<file path="src/rtl/lwbc_pkg.sv">
// shared types, character codes and helpers of the line/word/byte counter
package lwbc_pkg;

    localparam int CNT_BITS_DEF = 24;
    localparam int QUEUE_DEPTH  = 4;

    localparam logic [7:0] CH_SPACE = 8'd32;
    localparam logic [7:0] CH_TAB   = 8'd9;
    localparam logic [7:0] CH_LF    = 8'd10;
    localparam logic [7:0] CH_CR    = 8'd13;
    localparam logic [7:0] CH_ZERO  = 8'd48;

    // report field codes
    localparam logic [1:0] FLD_LINES = 2'd0;
    localparam logic [1:0] FLD_WORDS = 2'd1;
    localparam logic [1:0] FLD_BYTES = 2'd2;

    // classified item that travels from the front to the back
    typedef struct packed {
        logic eoi;
        logic is_lf;
        logic is_ws;
    } t_item;

    typedef enum logic [1:0] {
        ST_COUNT,
        ST_DIGIT,
        ST_SEP
    } t_back_state;

    // number of decimal digits of the largest count
    function automatic int dec_digits(input int bits);
        logic [63:0] maxv;
        logic [63:0] p;
        int          d;
        maxv = (64'd1 << bits) - 64'd1;
        p    = 64'd10;
        d    = 1;
        for (int k = 0; k < 19; k++) begin
            if (p <= maxv) begin
                p = p * 64'd10;
                d = d + 1;
            end
        end
        return d;
    endfunction

endpackage

</file>
<file path="src/rtl/line_word_byte_counter_core.sv">
// line, word and byte counter over a byte stream with an ascii report
//
// data bytes are taken one per cycle unless o_in_stall is high: the front
// registers and classifies each transfer, a four-entry queue buffers it,
// and the back updates the line, word and byte counters one item per cycle
// while no report is being printed. every counter keeps a decimal shadow
// next to its binary value, so no division is needed for the report. an
// end-of-input transfer makes the back print "lines words bytes" followed
// by a line feed (marked last), one character per output transfer, then
// clear all counts. the report steps through every decimal digit position
// of each count (NDIG, 8 at the default 24-bit width), leading zeros
// included, but prints no leading zeros; input transfers keep filling the
// queue meanwhile and are held off by o_in_stall once it is full. counts
// wrap modulo 2^COUNT_BITS.
module line_word_byte_counter_core #(
    parameter int COUNT_BITS = lwbc_pkg::CNT_BITS_DEF
) (
    input  logic       i_clk,
    input  logic       i_rst_n,
    // input channel
    input  logic       i_in_valid,
    output logic       o_in_stall,
    input  logic       i_cmd,
    input  logic [7:0] i_data_byte,
    // report channel
    output logic       o_out_valid,
    input  logic       i_out_stall,
    output logic [7:0] o_out_char,
    output logic       o_last
);
    import lwbc_pkg::*;

    // decimal digits needed for the largest count
    localparam int NDIG = dec_digits(COUNT_BITS);

    logic  front_valid;
    t_item front_item;
    logic  q_full;
    logic  q_empty;
    logic  q_pop;
    t_item q_item;

    // front: input register and byte classification
    lwbc_front u_front (
        .i_clk       (i_clk),
        .i_rst_n     (i_rst_n),
        .i_valid     (i_in_valid),
        .o_stall     (o_in_stall),
        .i_cmd       (i_cmd),
        .i_data_byte (i_data_byte),
        .o_valid     (front_valid),
        .o_item      (front_item),
        .i_full      (q_full)
    );

    // queue decouples the front from report printing in the back
    lwbc_fifo #(.DEPTH(QUEUE_DEPTH)) u_fifo (
        .i_clk   (i_clk),
        .i_rst_n (i_rst_n),
        .i_push  (front_valid),
        .i_item  (front_item),
        .o_full  (q_full),
        .i_pop   (q_pop),
        .o_empty (q_empty),
        .o_item  (q_item)
    );

    // back: counters, decimal formatter and output register
    lwbc_back #(.COUNT_BITS(COUNT_BITS), .NDIG(NDIG)) u_back (
        .i_clk      (i_clk),
        .i_rst_n    (i_rst_n),
        .i_empty    (q_empty),
        .i_item     (q_item),
        .o_pop      (q_pop),
        .o_valid    (o_out_valid),
        .i_stall    (i_out_stall),
        .o_out_char (o_out_char),
        .o_last     (o_last)
    );

`ifndef SYNTHESIS
    // the back only pops when the queue holds an item
    a_pop_nonempty: assert property (@(posedge i_clk) disable iff (!i_rst_n)
        q_pop |-> !q_empty)
        else $error("queue popped while empty");

    // the last character of a report is always the line feed
    a_last_is_lf: assert property (@(posedge i_clk) disable iff (!i_rst_n)
        (o_out_valid && o_last) |-> (o_out_char == CH_LF))
        else $error("last flag on a character other than line feed");

    // every report character is a digit, a space or a line feed
    a_char_set: assert property (@(posedge i_clk) disable iff (!i_rst_n)
        o_out_valid |-> ((o_out_char >= CH_ZERO && o_out_char <= (CH_ZERO + 8'd9))
                         || o_out_char == CH_SPACE || o_out_char == CH_LF))
        else $error("report character outside digits, space and line feed");

    // the front only stalls while it holds an item waiting for queue space
    a_stall_front: assert property (@(posedge i_clk) disable iff (!i_rst_n)
        o_in_stall |-> (front_valid && q_full))
        else $error("input stalled without a blocked item");
`endif

endmodule

</file>
<file path="src/rtl/lwbc_front.sv">
// input stage: takes byte transfers and classifies them for the queue
module lwbc_front (
    input  logic            i_clk,
    input  logic            i_rst_n,
    input  logic            i_valid,
    output logic            o_stall,
    input  logic            i_cmd,
    input  logic [7:0]      i_data_byte,
    output logic            o_valid,
    output lwbc_pkg::t_item o_item,
    input  logic            i_full
);
    import lwbc_pkg::*;

    logic  r_valid;
    logic  n_valid;
    t_item r_item;
    t_item cls;
    logic  take;

    assign o_stall = r_valid && i_full;
    assign take    = i_valid && !o_stall;

    always_comb begin
        cls.eoi   = i_cmd;
        cls.is_lf = (i_data_byte == CH_LF);
        cls.is_ws = (i_data_byte inside {CH_SPACE, CH_TAB, CH_LF, CH_CR});
    end

    always_comb begin
        n_valid = r_valid;
        if (r_valid && !i_full) begin
            n_valid = 1'b0;
        end
        if (take) begin
            n_valid = 1'b1;
        end
    end

    always_ff @(posedge i_clk) begin
        if (!i_rst_n) begin
            r_valid <= 1'b0;
        end else begin
            r_valid <= n_valid;
        end
    end

    always_ff @(posedge i_clk) begin
        if (take) begin
            r_item <= cls;
        end
    end

    assign o_valid = r_valid;
    assign o_item  = r_item;

endmodule

</file>
<file path="src/rtl/lwbc_fifo.sv">
// short queue of classified items between front and back
module lwbc_fifo #(
    parameter int DEPTH = lwbc_pkg::QUEUE_DEPTH
) (
    input  logic            i_clk,
    input  logic            i_rst_n,
    input  logic            i_push,
    input  lwbc_pkg::t_item i_item,
    output logic            o_full,
    input  logic            i_pop,
    output logic            o_empty,
    output lwbc_pkg::t_item o_item
);
    import lwbc_pkg::*;

    localparam int PTR_W = (DEPTH > 1) ? $clog2(DEPTH) : 1;
    localparam int CNT_W = $clog2(DEPTH + 1);
    localparam logic [PTR_W-1:0] PTR_TOP = PTR_W'(DEPTH - 1);
    localparam logic [CNT_W-1:0] CNT_TOP = CNT_W'(DEPTH);

    t_item            r_mem [DEPTH];
    logic [PTR_W-1:0] r_wr;
    logic [PTR_W-1:0] r_rd;
    logic [CNT_W-1:0] r_cnt;
    logic [PTR_W-1:0] n_wr;
    logic [PTR_W-1:0] n_rd;
    logic [CNT_W-1:0] n_cnt;
    logic             do_push;
    logic             do_pop;

    assign o_full  = (r_cnt == CNT_TOP);
    assign o_empty = (r_cnt == '0);
    assign do_push = i_push && !o_full;
    assign do_pop  = i_pop && !o_empty;
    assign o_item  = r_mem[r_rd];

    always_comb begin
        n_wr  = r_wr;
        n_rd  = r_rd;
        n_cnt = r_cnt;
        if (do_push) begin
            n_wr = (r_wr == PTR_TOP) ? '0 : r_wr + PTR_W'(1);
        end
        if (do_pop) begin
            n_rd = (r_rd == PTR_TOP) ? '0 : r_rd + PTR_W'(1);
        end
        if (do_push && !do_pop) begin
            n_cnt = r_cnt + CNT_W'(1);
        end else if (do_pop && !do_push) begin
            n_cnt = r_cnt - CNT_W'(1);
        end
    end

    always_ff @(posedge i_clk) begin
        if (!i_rst_n) begin
            r_wr  <= '0;
            r_rd  <= '0;
            r_cnt <= '0;
        end else begin
            r_wr  <= n_wr;
            r_rd  <= n_rd;
            r_cnt <= n_cnt;
        end
    end

    always_ff @(posedge i_clk) begin
        if (do_push) begin
            r_mem[r_wr] <= i_item;
        end
    end

endmodule

</file>
<file path="src/rtl/lwbc_count.sv">
// wrapping binary counter with a decimal shadow for the report
module lwbc_count #(
    parameter int COUNT_BITS = lwbc_pkg::CNT_BITS_DEF,
    parameter int NDIG       = lwbc_pkg::dec_digits(COUNT_BITS)
) (
    input  logic                  i_clk,
    input  logic                  i_rst_n,
    input  logic                  i_inc,
    input  logic                  i_clr,
    output logic [NDIG-1:0][3:0]  o_bcd
);
    import lwbc_pkg::*;

    logic [COUNT_BITS-1:0] r_bin;
    logic [NDIG-1:0][3:0]  r_bcd;
    logic [COUNT_BITS-1:0] n_bin;
    logic [NDIG-1:0][3:0]  n_bcd;
    logic [NDIG-1:0][3:0]  bcd_inc;
    logic [NDIG:0]         carry;
    logic                  wrap;

    assign wrap = &r_bin;

    // decimal increment: a digit steps when every lower digit is nine
    always_comb begin
        carry[0] = 1'b1;
        for (int k = 0; k < NDIG; k++) begin
            carry[k+1] = carry[k] && (r_bcd[k] == 4'd9);
            if (carry[k]) begin
                bcd_inc[k] = (r_bcd[k] == 4'd9) ? 4'd0 : r_bcd[k] + 4'd1;
            end else begin
                bcd_inc[k] = r_bcd[k];
            end
        end
    end

    always_comb begin
        n_bin = r_bin;
        n_bcd = r_bcd;
        if (i_clr) begin
            n_bin = '0;
            n_bcd = '0;
        end else if (i_inc) begin
            n_bin = r_bin + COUNT_BITS'(1);
            n_bcd = wrap ? '0 : bcd_inc;
        end
    end

    always_ff @(posedge i_clk) begin
        if (!i_rst_n) begin
            r_bin <= '0;
            r_bcd <= '0;
        end else begin
            r_bin <= n_bin;
            r_bcd <= n_bcd;
        end
    end

    assign o_bcd = r_bcd;

endmodule

</file>
<file path="src/rtl/lwbc_back.sv">
// back end: applies items to the counters and prints the report
module lwbc_back #(
    parameter int COUNT_BITS = lwbc_pkg::CNT_BITS_DEF,
    parameter int NDIG       = lwbc_pkg::dec_digits(COUNT_BITS)
) (
    input  logic            i_clk,
    input  logic            i_rst_n,
    input  logic            i_empty,
    input  lwbc_pkg::t_item i_item,
    output logic            o_pop,
    output logic            o_valid,
    input  logic            i_stall,
    output logic [7:0]      o_out_char,
    output logic            o_last
);
    import lwbc_pkg::*;

    localparam int DIG_W = $clog2(NDIG);
    localparam logic [DIG_W-1:0] DIG_TOP = DIG_W'(NDIG - 1);

    t_back_state          r_state;
    t_back_state          n_state;
    logic [1:0]           r_field;
    logic [1:0]           n_field;
    logic [DIG_W-1:0]     r_dig;
    logic [DIG_W-1:0]     n_dig;
    logic                 r_lead;
    logic                 n_lead;
    logic                 r_inside;
    logic                 n_inside;
    logic                 r_valid;
    logic                 n_valid;
    logic [7:0]           r_char;
    logic                 r_last;

    logic [NDIG-1:0][3:0] line_bcd;
    logic [NDIG-1:0][3:0] word_bcd;
    logic [NDIG-1:0][3:0] byte_bcd;
    logic [NDIG-1:0][3:0] sel_bcd;
    logic [3:0]           cur;
    logic                 out_free;
    logic                 skip;
    logic                 emit;
    logic [7:0]           emit_char;
    logic                 emit_last;
    logic                 clr;
    logic                 data_pop;
    logic                 inc_line;
    logic                 inc_word;

    assign out_free = !r_valid || !i_stall;

    always_comb begin
        case (r_field)
            FLD_LINES: sel_bcd = line_bcd;
            FLD_WORDS: sel_bcd = word_bcd;
            default:   sel_bcd = byte_bcd;
        endcase
    end

    assign cur  = sel_bcd[r_dig];
    assign skip = r_lead && (cur == 4'd0) && (r_dig != '0);

    assign data_pop = o_pop && !i_item.eoi;
    assign inc_line = data_pop && i_item.is_lf;
    assign inc_word = data_pop && !i_item.is_ws && !r_inside;

    lwbc_count #(.COUNT_BITS(COUNT_BITS), .NDIG(NDIG)) u_lines (
        .i_clk   (i_clk),
        .i_rst_n (i_rst_n),
        .i_inc   (inc_line),
        .i_clr   (clr),
        .o_bcd   (line_bcd)
    );

    lwbc_count #(.COUNT_BITS(COUNT_BITS), .NDIG(NDIG)) u_words (
        .i_clk   (i_clk),
        .i_rst_n (i_rst_n),
        .i_inc   (inc_word),
        .i_clr   (clr),
        .o_bcd   (word_bcd)
    );

    lwbc_count #(.COUNT_BITS(COUNT_BITS), .NDIG(NDIG)) u_bytes (
        .i_clk   (i_clk),
        .i_rst_n (i_rst_n),
        .i_inc   (data_pop),
        .i_clr   (clr),
        .o_bcd   (byte_bcd)
    );

    // next state
    always_comb begin
        n_state = r_state;
        case (r_state)
            ST_COUNT: begin
                if (!i_empty && i_item.eoi) begin
                    n_state = ST_DIGIT;
                end
            end
            ST_DIGIT: begin
                if (out_free && (r_dig == '0)) begin
                    n_state = ST_SEP;
                end
            end
            ST_SEP: begin
                if (out_free) begin
                    n_state = (r_field == FLD_BYTES) ? ST_COUNT : ST_DIGIT;
                end
            end
            default: n_state = ST_COUNT;
        endcase
    end

    // actions per state
    always_comb begin
        o_pop     = 1'b0;
        emit      = 1'b0;
        emit_char = CH_LF;
        emit_last = 1'b0;
        clr       = 1'b0;
        n_field   = r_field;
        n_dig     = r_dig;
        n_lead    = r_lead;
        case (r_state)
            ST_COUNT: begin
                o_pop = !i_empty;
                if (!i_empty && i_item.eoi) begin
                    n_field = FLD_LINES;
                    n_dig   = DIG_TOP;
                    n_lead  = 1'b1;
                end
            end
            ST_DIGIT: begin
                if (skip) begin
                    n_dig = r_dig - DIG_W'(1);
                end else if (out_free) begin
                    emit      = 1'b1;
                    emit_char = CH_ZERO + {4'd0, cur};
                    n_lead    = 1'b0;
                    if (r_dig != '0) begin
                        n_dig = r_dig - DIG_W'(1);
                    end
                end
            end
            ST_SEP: begin
                if (out_free) begin
                    emit = 1'b1;
                    if (r_field == FLD_BYTES) begin
                        emit_char = CH_LF;
                        emit_last = 1'b1;
                        clr       = 1'b1;
                    end else begin
                        emit_char = CH_SPACE;
                        n_field   = r_field + 2'd1;
                        n_dig     = DIG_TOP;
                        n_lead    = 1'b1;
                    end
                end
            end
            default: ;
        endcase
    end

    always_comb begin
        n_inside = r_inside;
        if (clr) begin
            n_inside = 1'b0;
        end else if (data_pop) begin
            n_inside = !i_item.is_ws;
        end
    end

    always_comb begin
        n_valid = r_valid;
        if (emit) begin
            n_valid = 1'b1;
        end else if (!i_stall) begin
            n_valid = 1'b0;
        end
    end

    always_ff @(posedge i_clk) begin
        if (!i_rst_n) begin
            r_state  <= ST_COUNT;
            r_field  <= FLD_LINES;
            r_dig    <= '0;
            r_lead   <= 1'b0;
            r_inside <= 1'b0;
            r_valid  <= 1'b0;
        end else begin
            r_state  <= n_state;
            r_field  <= n_field;
            r_dig    <= n_dig;
            r_lead   <= n_lead;
            r_inside <= n_inside;
            r_valid  <= n_valid;
        end
    end

    always_ff @(posedge i_clk) begin
        if (emit) begin
            r_char <= emit_char;
            r_last <= emit_last;
        end
    end

    assign o_valid    = r_valid;
    assign o_out_char = r_char;
    assign o_last     = r_last;

endmodule

</file>
<file path="config.mk">
export PLATFORM = sky130hd
export DESIGN_NAME = line_word_byte_counter_core
export DESIGN_NICKNAME = d
export VERILOG_FILES = /design/src/rtl/lwbc_pkg.sv /design/src/rtl/line_word_byte_counter_core.sv /design/src/rtl/lwbc_front.sv /design/src/rtl/lwbc_fifo.sv /design/src/rtl/lwbc_count.sv /design/src/rtl/lwbc_back.sv
export SDC_FILE = /design/constraint.sdc
export NUM_CORES = 1
export LEC_CHECK = 0
export BUFFER_PORTS_ARGS = -buffer_cell sky130_fd_sc_hd__buf_2
export CORE_MARGIN = 3
export CORE_UTILIZATION = 35
export DETAILED_ROUTE_END_ITERATION = 10
export SYNTH_ARGS = -nofsm -noshare
export SYNTH_HDL_FRONTEND = slang
export SYNTH_SLANG_ARGS = --single-unit
export TNS_END_PERCENT = 100
</file>
<file path="constraint.sdc">
create_clock -name i_clk -period 8.05 [get_ports i_clk]
set_clock_uncertainty 0.05 [all_clocks]
set_input_delay 1.61 -clock i_clk [delete_from_list [all_inputs] [get_ports i_clk]]
set_output_delay 1.61 -clock i_clk [all_outputs]
set_load 0.02 [all_outputs]
</file>
==> flow_summary.toml, run 1 <==
[cts]
post_cts_buffers = 0
worst_setup_hold_path_clk_slew_ns = 0.06
worst_skew_pair.late_latency_ns = 0.53
ctsResizeCount = 0
htreeDepth = 1
postCtsHoldBufs = 0
cts_root_buf = "clkbuf_16"
cts_sinks = 210
tritoncts = "built"
cts_max_path_buffers = 3
cts_inserted_buffers = 25

[drt]
num_vias = 8676
detailedRoute.firstPassIterationCount = 5
wl_per_cell_um = 14.4
drt_iter0_markers = 501
drt-total-wl_mm = 24.0
avgViaCountPerCell = 5.21
detail-route-antenna-nets = 0
remaining_drc_errors = 0

[synthesis]
synth_edf_count = 22
synth_cell_type_count = 70
synth_area_leaders = "dfxtp_1, ha_1, nor2_1"
synth_area_mm2 = 0.0109
postSynth.asyncResetShare = 0
synth.ff_latch_count = 210
synth_warnings = 0
ys.flop_type = "dfxtp_1"
post_synth.cell_area_avg_um2 = 8.75
fraction_of_post_synthesis_cell_area_in_the_top_cell_type_by_area = 0.347
portion_of_the_post_synthesis_area_used_by_sequential_elements = 0.408
cell_taking_the_most_area_after_synthesis = "dfxtp_1"
post_synth_inst_count = 1240

[floorplanning]
floorplan.initialDensity = 0.360
floorplan.die_area_mm2 = 0.0331
boundaryPins = 24
die-height_um = 182
core_area_mm2 = 0.0301
row_count = 63
width_of_the_die_um = 182

[worst_hold_path]
min_from = "u_back.u_lines.r_bin[9]"
whs_path_depth = 2
whs_endpoint = "u_back.u_lines.r_bin[9]"
worstHoldPathType = "register to register"

[power_and_ir_drop]
proportion_of_power_drawn_by_combinational_gates = 0.192
finalPower_mw = 2.92
static-leakage-power_nw = 4.40
power.internal_mw = 2.04
power.switching_uw = 879
power.clock.fraction = 0.393
power_share_of_the_sequential_group = 0.415
power.switching_fraction = 0.301
power.density_cell_area_mw_per_mm2 = 240
vdd.ir_drop.worst_v = 0.000243

[final_layout]
instances_no_fill = 1666
fill_count = 3043
multiInputGateArea_mm2 = 0.00610
number_of_inserted_diodes = 0
post_synthesis_to_final_layout_area_growth_pct = 12.1
fraction_of_layout_instances_using_a_drive_strength_above_1 = 0.0815
seq_area_mm2 = 0.00442
design_area_mm2 = 0.0122
nNetsFinal = 1337

[sta]
finalWorstPathRequiredPeriod_ns = 3.68
max_slew_margin = 0.341
worstMarginPinSlew_ns = 0.987
finalSetupTns_ns = 0
rsz0062_at_grt = "false"
setup-violations-final = 0
hold_viol_final = 0
report.final.slew_viol_count = 0
fmaxAchievable_mhz = 272
post-route-period-util = 0.457

[place]
place_congestion = 0.847
placed_cell_area_mm2 = 0.0113
count_of_buffers_inserted_at_the_top_level_ports = 21
dp_cells = 1620
dp_hpwl_mm = 17.0

[global_routing]
grt_first_pass_wirelength_mm = 40.4
grt_max_degree = 72
grt.overflow.total = 0
globalRouteTotalUtil = 0.143
initial_antenna_violation_count = 0
grt_pass1_vias = 8123

[critical_path]
setup.worst_path.class = "register to register"
critical_path_startpoint_category = "register"
rrSetupSlack_ns = 4.37
reg2regPathDepth = 11
arrival_time_reported_for_the_critical_path_endpoint_ns = 3.83
crit-reg2reg-launch = "u_back.r_field[0]"
timing.critical_path.to_type = "register"
worstPathMaxFanout = 33
reg2reg_end = "u_back.o_out_char[0]"
worstPathRequired_ns = 8.20

[status]
run_status = "complete, no violations"

[run]
max_cap_violations = 0
[synthesized netlist by cell type (21+ instances only)]
library cell,n
nor2_1,190
dfxtp_1,188
nand2_1,102
a21oi_1,90
ha_1,66
xor2_1,63
nand3_1,48
o21ai_0,44
inv_1,43
nand4_1,37
xnor2_1,35
a22o_1,24
edfxtp_1,22
clkbuf_1,21
or3_1,21
[metal layers]
| metal | track usage | vias up | part of all wire |
|---|---|---|---|
| li1 | - | 4397 | - |
| met1 | 0.195 | 4104 | 0.47 |
| met2 | 0.237 | 139 | 0.46 |
| met3 | 0.0215 | 36 | 0.044 |
| met4 | 0.0420 | 0 | 0.024 |
| met5 | 0 | - | 0 |
[cell families after synthesis]
family	synth area share
AO/OA/AOI/OAI	0.129
XOR/XNOR	0.0791
adder cells (fa/ha/maj)	0.0780
buffers and inverters	0.0311
flip-flops	0.408
multiplexers	0.0214
other	0.000346
AND/OR/NAND/NOR	0.253
[flip-flops by register name, indices dropped and copies added, names as in the netlist, named ones only]
| register | cells |
|---|---|
| u_front.o_valid | 1 |
| u_fifo.r_mem | 12 |
| u_back.o_valid | 1 |
| u_back.o_last | 1 |
| u_back.u_bytes.r_bin | 24 |
| u_back.u_lines.o_bcd | 32 |
| u_back.r_lead | 1 |
| u_back.u_bytes.o_bcd | 32 |
| u_back.r_state | 2 |
| u_front.o_item | 3 |
| u_fifo.r_cnt | 3 |
| u_fifo.r_wr | 2 |
| u_back.u_words.r_bin | 24 |
| u_back.r_inside | 1 |
| u_back.u_lines.r_bin | 24 |
| u_back.r_field | 2 |
| u_fifo.r_rd | 2 |
| u_back.r_dig | 3 |
| u_back.u_words.o_bcd | 32 |
| u_back.o_out_char | 6 |
[worst max-delay path by stage]
stage	from	endpoint	slack [ns]	cells after the start
floorplan	i_out_stall	u_back.u_bytes.o_bcd[12]	5.01	7
global placement	i_out_stall	u_back.u_words.r_bin[14]	4.41	6
detailed placement	i_out_stall	u_back.u_words.r_bin[2]	4.35	6
CTS	u_back.r_field[0]	u_back.o_out_char[0]	4.43	11
global route	u_back.r_field[0]	u_back.o_out_char[0]	4.13	11
finish	u_back.r_field[0]	u_back.o_out_char[0]	4.37	11
[placed cells by master (no fill, tap or decap), drive strengths merged, types with 7 or more instances in the layout]
cell and count:
xnor2 35, dfxtp 188, nand3b 19, nand2 103, or4 7, a22o 24, nor2 194, edfxtp 22
and2 10, or3 21, and3 19, o21ai 56, nor2b 15, mux2i 12, nor3 19, clkinv 8
clkbuf 33, nor4 10, a21oi 91, ha 66, and4 9, a211oi 13, buf 27, nand3 49
xor2 63, o22ai 14, nand4 39, nand2b 8, inv 45
[layout make-up]
type | instances | area share
multi-input cells | 948 | 0.501
clock inverters | 13 | 0.0122
inverters | 45 | 0.0139
well taps | 390 | 0.0401
flip-flops and latches | 210 | 0.364
repair buffers | 27 | 0.0123
clock buffers | 33 | 0.0564
[critical path, stage by stage (launching register included)]
cell and delay [ns]:
dfxtp_1 0.38, inv_1 0.08, ha_1 0.19, buf_4 0.24
nor2_4 0.47, a21oi_1 0.14, mux4_2 0.52, mux2i_1 0.28
a21oi_1 0.14, a21oi_1 0.25, and3_1 0.31, a21o_1 0.29
[stage by stage]
step	setup WS (ns)	utilization	hold slack [ns]
after global placement	4.41	0.376	0.413
after detailed placement	4.35	0.376	0.427
after CTS	4.43	0.404	0.440
after floorplan	5.01	-	0.404
final	4.37	0.404	0.437
after global routing	4.13	0.404	0.471
[power by group through the flow]
stage               registers, mW  clock network (mW)  logic, mW
floorplan                    1.20                   0      0.449
global placement             1.23                   0      0.553
detailed placement           1.23                   0      0.559
CTS                          1.21                1.18      0.561
global route                 1.22                1.22      0.628
finish                       1.21                1.15      0.561
Power figures use the tool's default switching activity.
==> inputs of run 2 (changes only) <==
- clock period: 8.05 -> 3 ns (I/O delays scaled with it)
==> run 2 against run 1 <==
Non-clock buffer count is 38 higher. Final area is 3.2% higher. Sequential cell count stayed put. Count of clock-buffer cells in the layout is 2 higher. Critical path type unchanged. Largest power group unchanged. Sequential power grew to 2.7 times the previous value. Wire length is 3.3% higher. Largest cell class unchanged. Fmax is 29% higher. Die area stayed put. Critical path depth is 2 higher. Core utilization is 1.3 points higher. Final cell count is 2.4% higher. Sequential share of layout area is 1.1 points lower.
==> flow_summary.toml, run 2 (synthesized netlist as in run 1, its figures left out) <==
[status]
run_status = "complete, no violations"

[sta]
report.final.slew_viol_count = 0
fmaxAchievable_mhz = 350
worstMarginPinSlew_ns = 0.826
whs_ns = 0.214
max_slew_margin = 0.446
post-route-period-util = 0.952
rsz0062_at_grt = "true"
worst_slack_ns = 0.143
hold_viol_final = 0
finalWorstPathRequiredPeriod_ns = 2.86
setup-violations-final = 0

[place]
place_congestion = 0.894
post_place_worst_slack_ns = -0.0135
count_of_buffers_inserted_at_the_top_level_ports = 21
dp_hpwl_mm = 18.2
dp_cells = 1658

[drt]
drt_iter0_markers = 628
remaining_drc_errors = 0
detail-route-antenna-nets = 0
wl_per_cell_um = 14.5
num_vias = 8818
detailedRoute.firstPassIterationCount = 5
drt-total-wl_mm = 24.8
avgViaCountPerCell = 5.17

[cts]
cts_inserted_buffers = 26
cts_root_buf = "clkbuf_16"
worst_skew_pair.late_latency_ns = 0.52
cts_max_path_buffers = 3
htreeDepth = 1
postCtsHoldBufs = 0
cts_sinks = 210
tritoncts = "built"
worst_setup_hold_path_clk_slew_ns = 0.05

[final_layout]
fraction_of_layout_instances_using_a_drive_strength_above_1 = 0.111
most_common_cell_after_layout_fill_and_taps_aside = "nor2_1"
post_synthesis_to_final_layout_area_growth_pct = 15.7
number_of_inserted_diodes = 0
multiInputGateArea_mm2 = 0.00614
instances_no_fill = 1706
layout.cells.most_common_list = "nor2_1, dfxtp_1, nand2_1"
seq_area_mm2 = 0.00442
post-route-util = 0.417
fill_count = 2964
nNetsFinal = 1376

[worst_hold_path]
whs_endpoint = "u_front.o_item[2]"
min_from = "i_cmd"
worstHoldPathType = "primary input to register"
whs_path_depth = 1

[critical_path]
worstPathRequired_ns = 3.22
timing.critical_path.to_type = "register"
reg2regPathDepth = 13
crit_start = "u_back.r_field[1]"
rrSetupSlack_ns = 0.14
worstPathMaxFanout = 20
crit-reg2reg-launch = "u_back.r_field[1]"
setup.worst_path.class = "register to register"
arrival_time_reported_for_the_critical_path_endpoint_ns = 3.08
reg2reg_end = "u_back.o_out_char[2]"
critical_path_startpoint_category = "register"

[floorplanning]
floorplan.initialDensity = 0.360
row_count = 63
boundaryPins = 24
die-height_um = 182
width_of_the_die_um = 182
floorplan.die_area_mm2 = 0.0331
core_area_mm2 = 0.0301

[power_and_ir_drop]
vdd.ir_drop.worst_v = 0.000342
static-leakage-power_nw = 4.60
power.density_cell_area_mw_per_mm2 = 630

[global_routing]
globalRouteTotalUtil = 0.148
grt_max_degree = 42
initial_antenna_violation_count = 0
grt_pass1_vias = 8381
grt.overflow.total = 0
grt_first_pass_wirelength_mm = 41.7

[run]
max_cap_violations = 0
==> run 2: cell count changes in the layout (fill, tap and decap cells not counted), sizes merged <==
cell,previous run,this run
clkinv,8,10
clkbuf,33,35
buf,27,65
bufinv,3,1
==> run 2: worst max-delay path: stages (launching register included) <==
cell     delay [ns]
dfxtp_1        0.35
inv_1          0.07
ha_2           0.21
buf_12         0.16
a22o_1         0.24
a21oi_1        0.12
o22ai_1        0.12
nor4_2         0.34
buf_4          0.17
and3_1         0.18
a21oi_1        0.09
and3_1         0.24
buf_4          0.15
nor2b_1        0.12
==> run 2: layout make-up <==
| cell class | instances | share of cell area |
|---|---|---|
| Clock buffer | 35 | 0.0578 |
| Clock inverter | 13 | 0.00748 |
| Timing Repair Buffer | 65 | 0.0407 |
| Multi-Input combinational cell | 948 | 0.489 |
| Sequential cell | 210 | 0.353 |
| Tap cell | 390 | 0.0389 |
| Inverter | 45 | 0.0135 |
==> run 2: per-layer routing <==
metal / part of all wire / GRT usage / vias to the layer above / wire, um
met1: 0.48 / 0.198 / 4137 / 11800
met2: 0.45 / 0.246 / 140 / 11300
li1: - / - / 4487 / -
met5: 0 / 0 / - / 0
met4: 0.033 / 0.0518 / 0 / 830
met3: 0.034 / 0.0193 / 54 / 846
==> run 2: timing repair <==
item / CTS / global route
hold endpoints to repair: 0 / 0
setup buffers: 0 / 0
endpoints found under the setup margin: 7 / 16
resized for setup: 1 / 8
==> run 2: metrics by stage <==
stage / total power, mW / area, um^2 / setup TNS [ns]
final: 7.91 / 12500 / 0
after global routing: 8.34 / 12500 / -0.0440
after CTS: 7.99 / 12500 / 0
after detailed placement: 4.98 / 11700 / -0.0935
after global placement: 4.95 / 11700 / 0
after floorplan: 4.42 / 10900 / 0
==> run 2: worst max path at each step <==
stage	endpoint	cells after the start	slack, ns
floorplan	u_back.o_last	13	0.12
global placement	u_back.o_out_char[0]	11	0.06
detailed placement	u_back.o_out_char[0]	11	-0.01
CTS	u_back.r_dig[1]	12	0.05
global route	u_back.o_out_char[2]	13	-0.02
finish	u_back.o_out_char[2]	13	0.14
==> run 2: power breakdown <==
group          total (mW)  switching (mW)  internal, mW
Combinational        1.73            1.00         0.728
Clock                2.97            1.19          1.78
Sequential           3.22           0.198          3.02
Total                7.91            2.39          5.52
==> inputs of run 3 (changes only) <==
- PLACE_DENSITY: default -> 0.5
==> run 3 against run 2 <==
Global-route usage up 1.3 points. Combinational power about the same. Register-to-register slack is essentially flat. Final area grew 0.59%. Sequential share of layout area decreased by 0.20 points. Sequential cell count did not move. Core utilization rose by 0.25 points. Total power up 0.53%. Highest routed layer unchanged.
==> flow_summary.toml, run 3 (synthesized netlist as in run 1, its figures left out) <==
[status]
run_status = "complete, no violations"

[power_and_ir_drop]
proportion_of_power_drawn_by_combinational_gates = 0.218
power.internal_mw = 5.56
finalPower_mw = 7.95
power.density_cell_area_mw_per_mm2 = 630
power.switching_mw = 2.39
power.clock.fraction = 0.376
power_share_of_the_sequential_group = 0.406
vdd.ir_drop.worst_v = 0.000435
power.switching_fraction = 0.301
static-leakage-power_nw = 4.64

[drt]
drt-total-wl_mm = 27.1
wl_per_cell_um = 15.8
detailedRoute.firstPassIterationCount = 5
drt_iter0_markers = 659
detail-route-antenna-nets = 0
num_vias = 8792
avgViaCountPerCell = 5.15
remaining_drc_errors = 0

[cts]
cts_max_path_buffers = 3
worst_skew_pair.late_latency_ns = 0.52
tritoncts = "built"
cts_sinks = 210
worst_setup_hold_path_clk_slew_ns = 0.06
postCtsHoldBufs = 0
cts_root_buf = "clkbuf_16"
htreeDepth = 1
cts_inserted_buffers = 25

[sta]
finalWorstPathRequiredPeriod_ns = 2.86
hold_viol_final = 0
post-route-period-util = 0.952
rsz0062_at_grt = "false"
worstMarginPinSlew_ns = 0.948
max_slew_margin = 0.364
fmaxAchievable_mhz = 350
report.final.slew_viol_count = 0
setup-violations-final = 0

[run]
max_cap_violations = 0

[floorplanning]
floorplan.die_area_mm2 = 0.0331
die-height_um = 182
core_area_mm2 = 0.0301
row_count = 63
width_of_the_die_um = 182
floorplan.initialDensity = 0.360
boundaryPins = 24

[final_layout]
post-route-util = 0.419
fraction_of_layout_instances_using_a_drive_strength_above_1 = 0.118
fill_count = 3050
post_synthesis_to_final_layout_area_growth_pct = 16.3
number_of_inserted_diodes = 0
nNetsFinal = 1382
most_common_cell_after_layout_fill_and_taps_aside = "nor2_1"
layout.cells.most_common_list = "nor2_1, dfxtp_1, nand2_1"

[critical_path]
crit-reg2reg-launch = "u_back.r_field[1]"
slowest_delay_ns = 0.34
reg2reg_end = "u_back.o_out_char[5]"
cp_cell_sequence = "inv_1, ha_4, buf_12, buf_4, a22o_1, a21oi_2, o22ai_2, nor4_4, and3_4, a21oi_2, and3_1, buf_4, a31o_2"
critical-path-slowest-cell = "nor4_4"
worstPathRequired_ns = 3.22
arrival_time_reported_for_the_critical_path_endpoint_ns = 3.08
setup.worst_path.class = "register to register"
rrSetupSlack_ns = 0.14
crit_buf_inv = 4
worstSetupPathDepth = 13
critical_path_startpoint_category = "register"
worstPathMaxFanout = 27
timing.critical_path.to_type = "register"
reg2regPathDepth = 13
crit_family = "simple AND/OR/NAND/NOR gates"

[worst_hold_path]
min_from = "i_cmd"
whs_path_depth = 1
whs_endpoint = "u_front.o_item[2]"
worstHoldPathType = "primary input to register"

[global_routing]
grt_first_pass_wirelength_mm = 44.0
globalRouteTotalUtil = 0.160
grt_max_degree = 52
initial_antenna_violation_count = 0
grt.overflow.total = 0
grt_pass1_vias = 8285

[place]
count_of_buffers_inserted_at_the_top_level_ports = 21
place_congestion = 0.919
dp_hpwl_mm = 19.8
-- run 3: cell types whose count changed in the layout (fill, tap and decap cells not counted), sizes merged --
cell / change
buf: +7
bufinv: +2
clkbuf: -5
clkinv: -1
clkinvlp: -1
inv: -1
-- run 3: layer usage --
layer | vias to the layer above | wire length (um) | track usage
met5 | - | 0 | 0
li1 | 4484 | - | -
met4 | 0 | 689 | 0.0448
met3 | 43 | 1140 | 0.0239
met2 | 142 | 11800 | 0.253
met1 | 4123 | 13400 | 0.229
-- run 3: area by class of cell --
type	count	area (um^2)	share of cell area
clock buffer	30	664	0.0526
clock inverter	12	131	0.0104
inverter	45	169	0.0134
multi-input combinational	948	6170	0.489
sequential	210	4430	0.351
tap	390	488	0.0387
timing repair buffer	72	576	0.0456
-- run 3: how the worst max path moves through the flow --
stage	startpoint	end	slack (ns)
detailed placement	u_back.r_field[1]	u_back.o_out_char[5]	-0.008
floorplan	u_back.r_field[0]	u_back.o_last	0.12
finish	u_back.r_field[1]	u_back.o_out_char[5]	0.14
global placement	u_back.r_field[1]	u_back.o_out_char[5]	0.04
CTS	u_back.r_field[1]	u_back.o_out_char[5]	0.005
global route	u_back.r_field[1]	u_back.o_out_char[5]	0.001
-- run 3: power by group through the flow --
stage / Combinational (mW) / Sequential (mW) / Clock (mW)
finish: 1.74 / 3.23 / 2.99
global placement: 1.69 / 3.28 / 0
detailed placement: 1.69 / 3.28 / 0
global route: 1.94 / 3.25 / 3.20
CTS: 1.71 / 3.23 / 3.08
floorplan: 1.20 / 3.22 / 0
-- run 3: repair_timing --
action / 4_1_cts / 5_1_grt
endpoints found under the setup margin: 8 / 13
setup buffers: 1 / 1
pin swaps: 1 / 3
resized for setup: 2 / 13
-- run 3: stage by stage --
stage | hold slack (ns) | setup WS [ns] | TNS, ns | area [um^2] | instances
after floorplan | 0.404 | 0.120 | 0 | 10900 | 1241
after global placement | 0.412 | 0.0384 | 0 | 11700 | 1663
after detailed placement | 0.431 | -0.00771 | -0.0181 | 11700 | 1663
after CTS | 0.191 | 0.00519 | 0 | 12600 | 1706
after global routing | 0.195 | 0.00133 | 0 | 12600 | 1707
final | 0.217 | 0.143 | 0 | 12600 | 1707
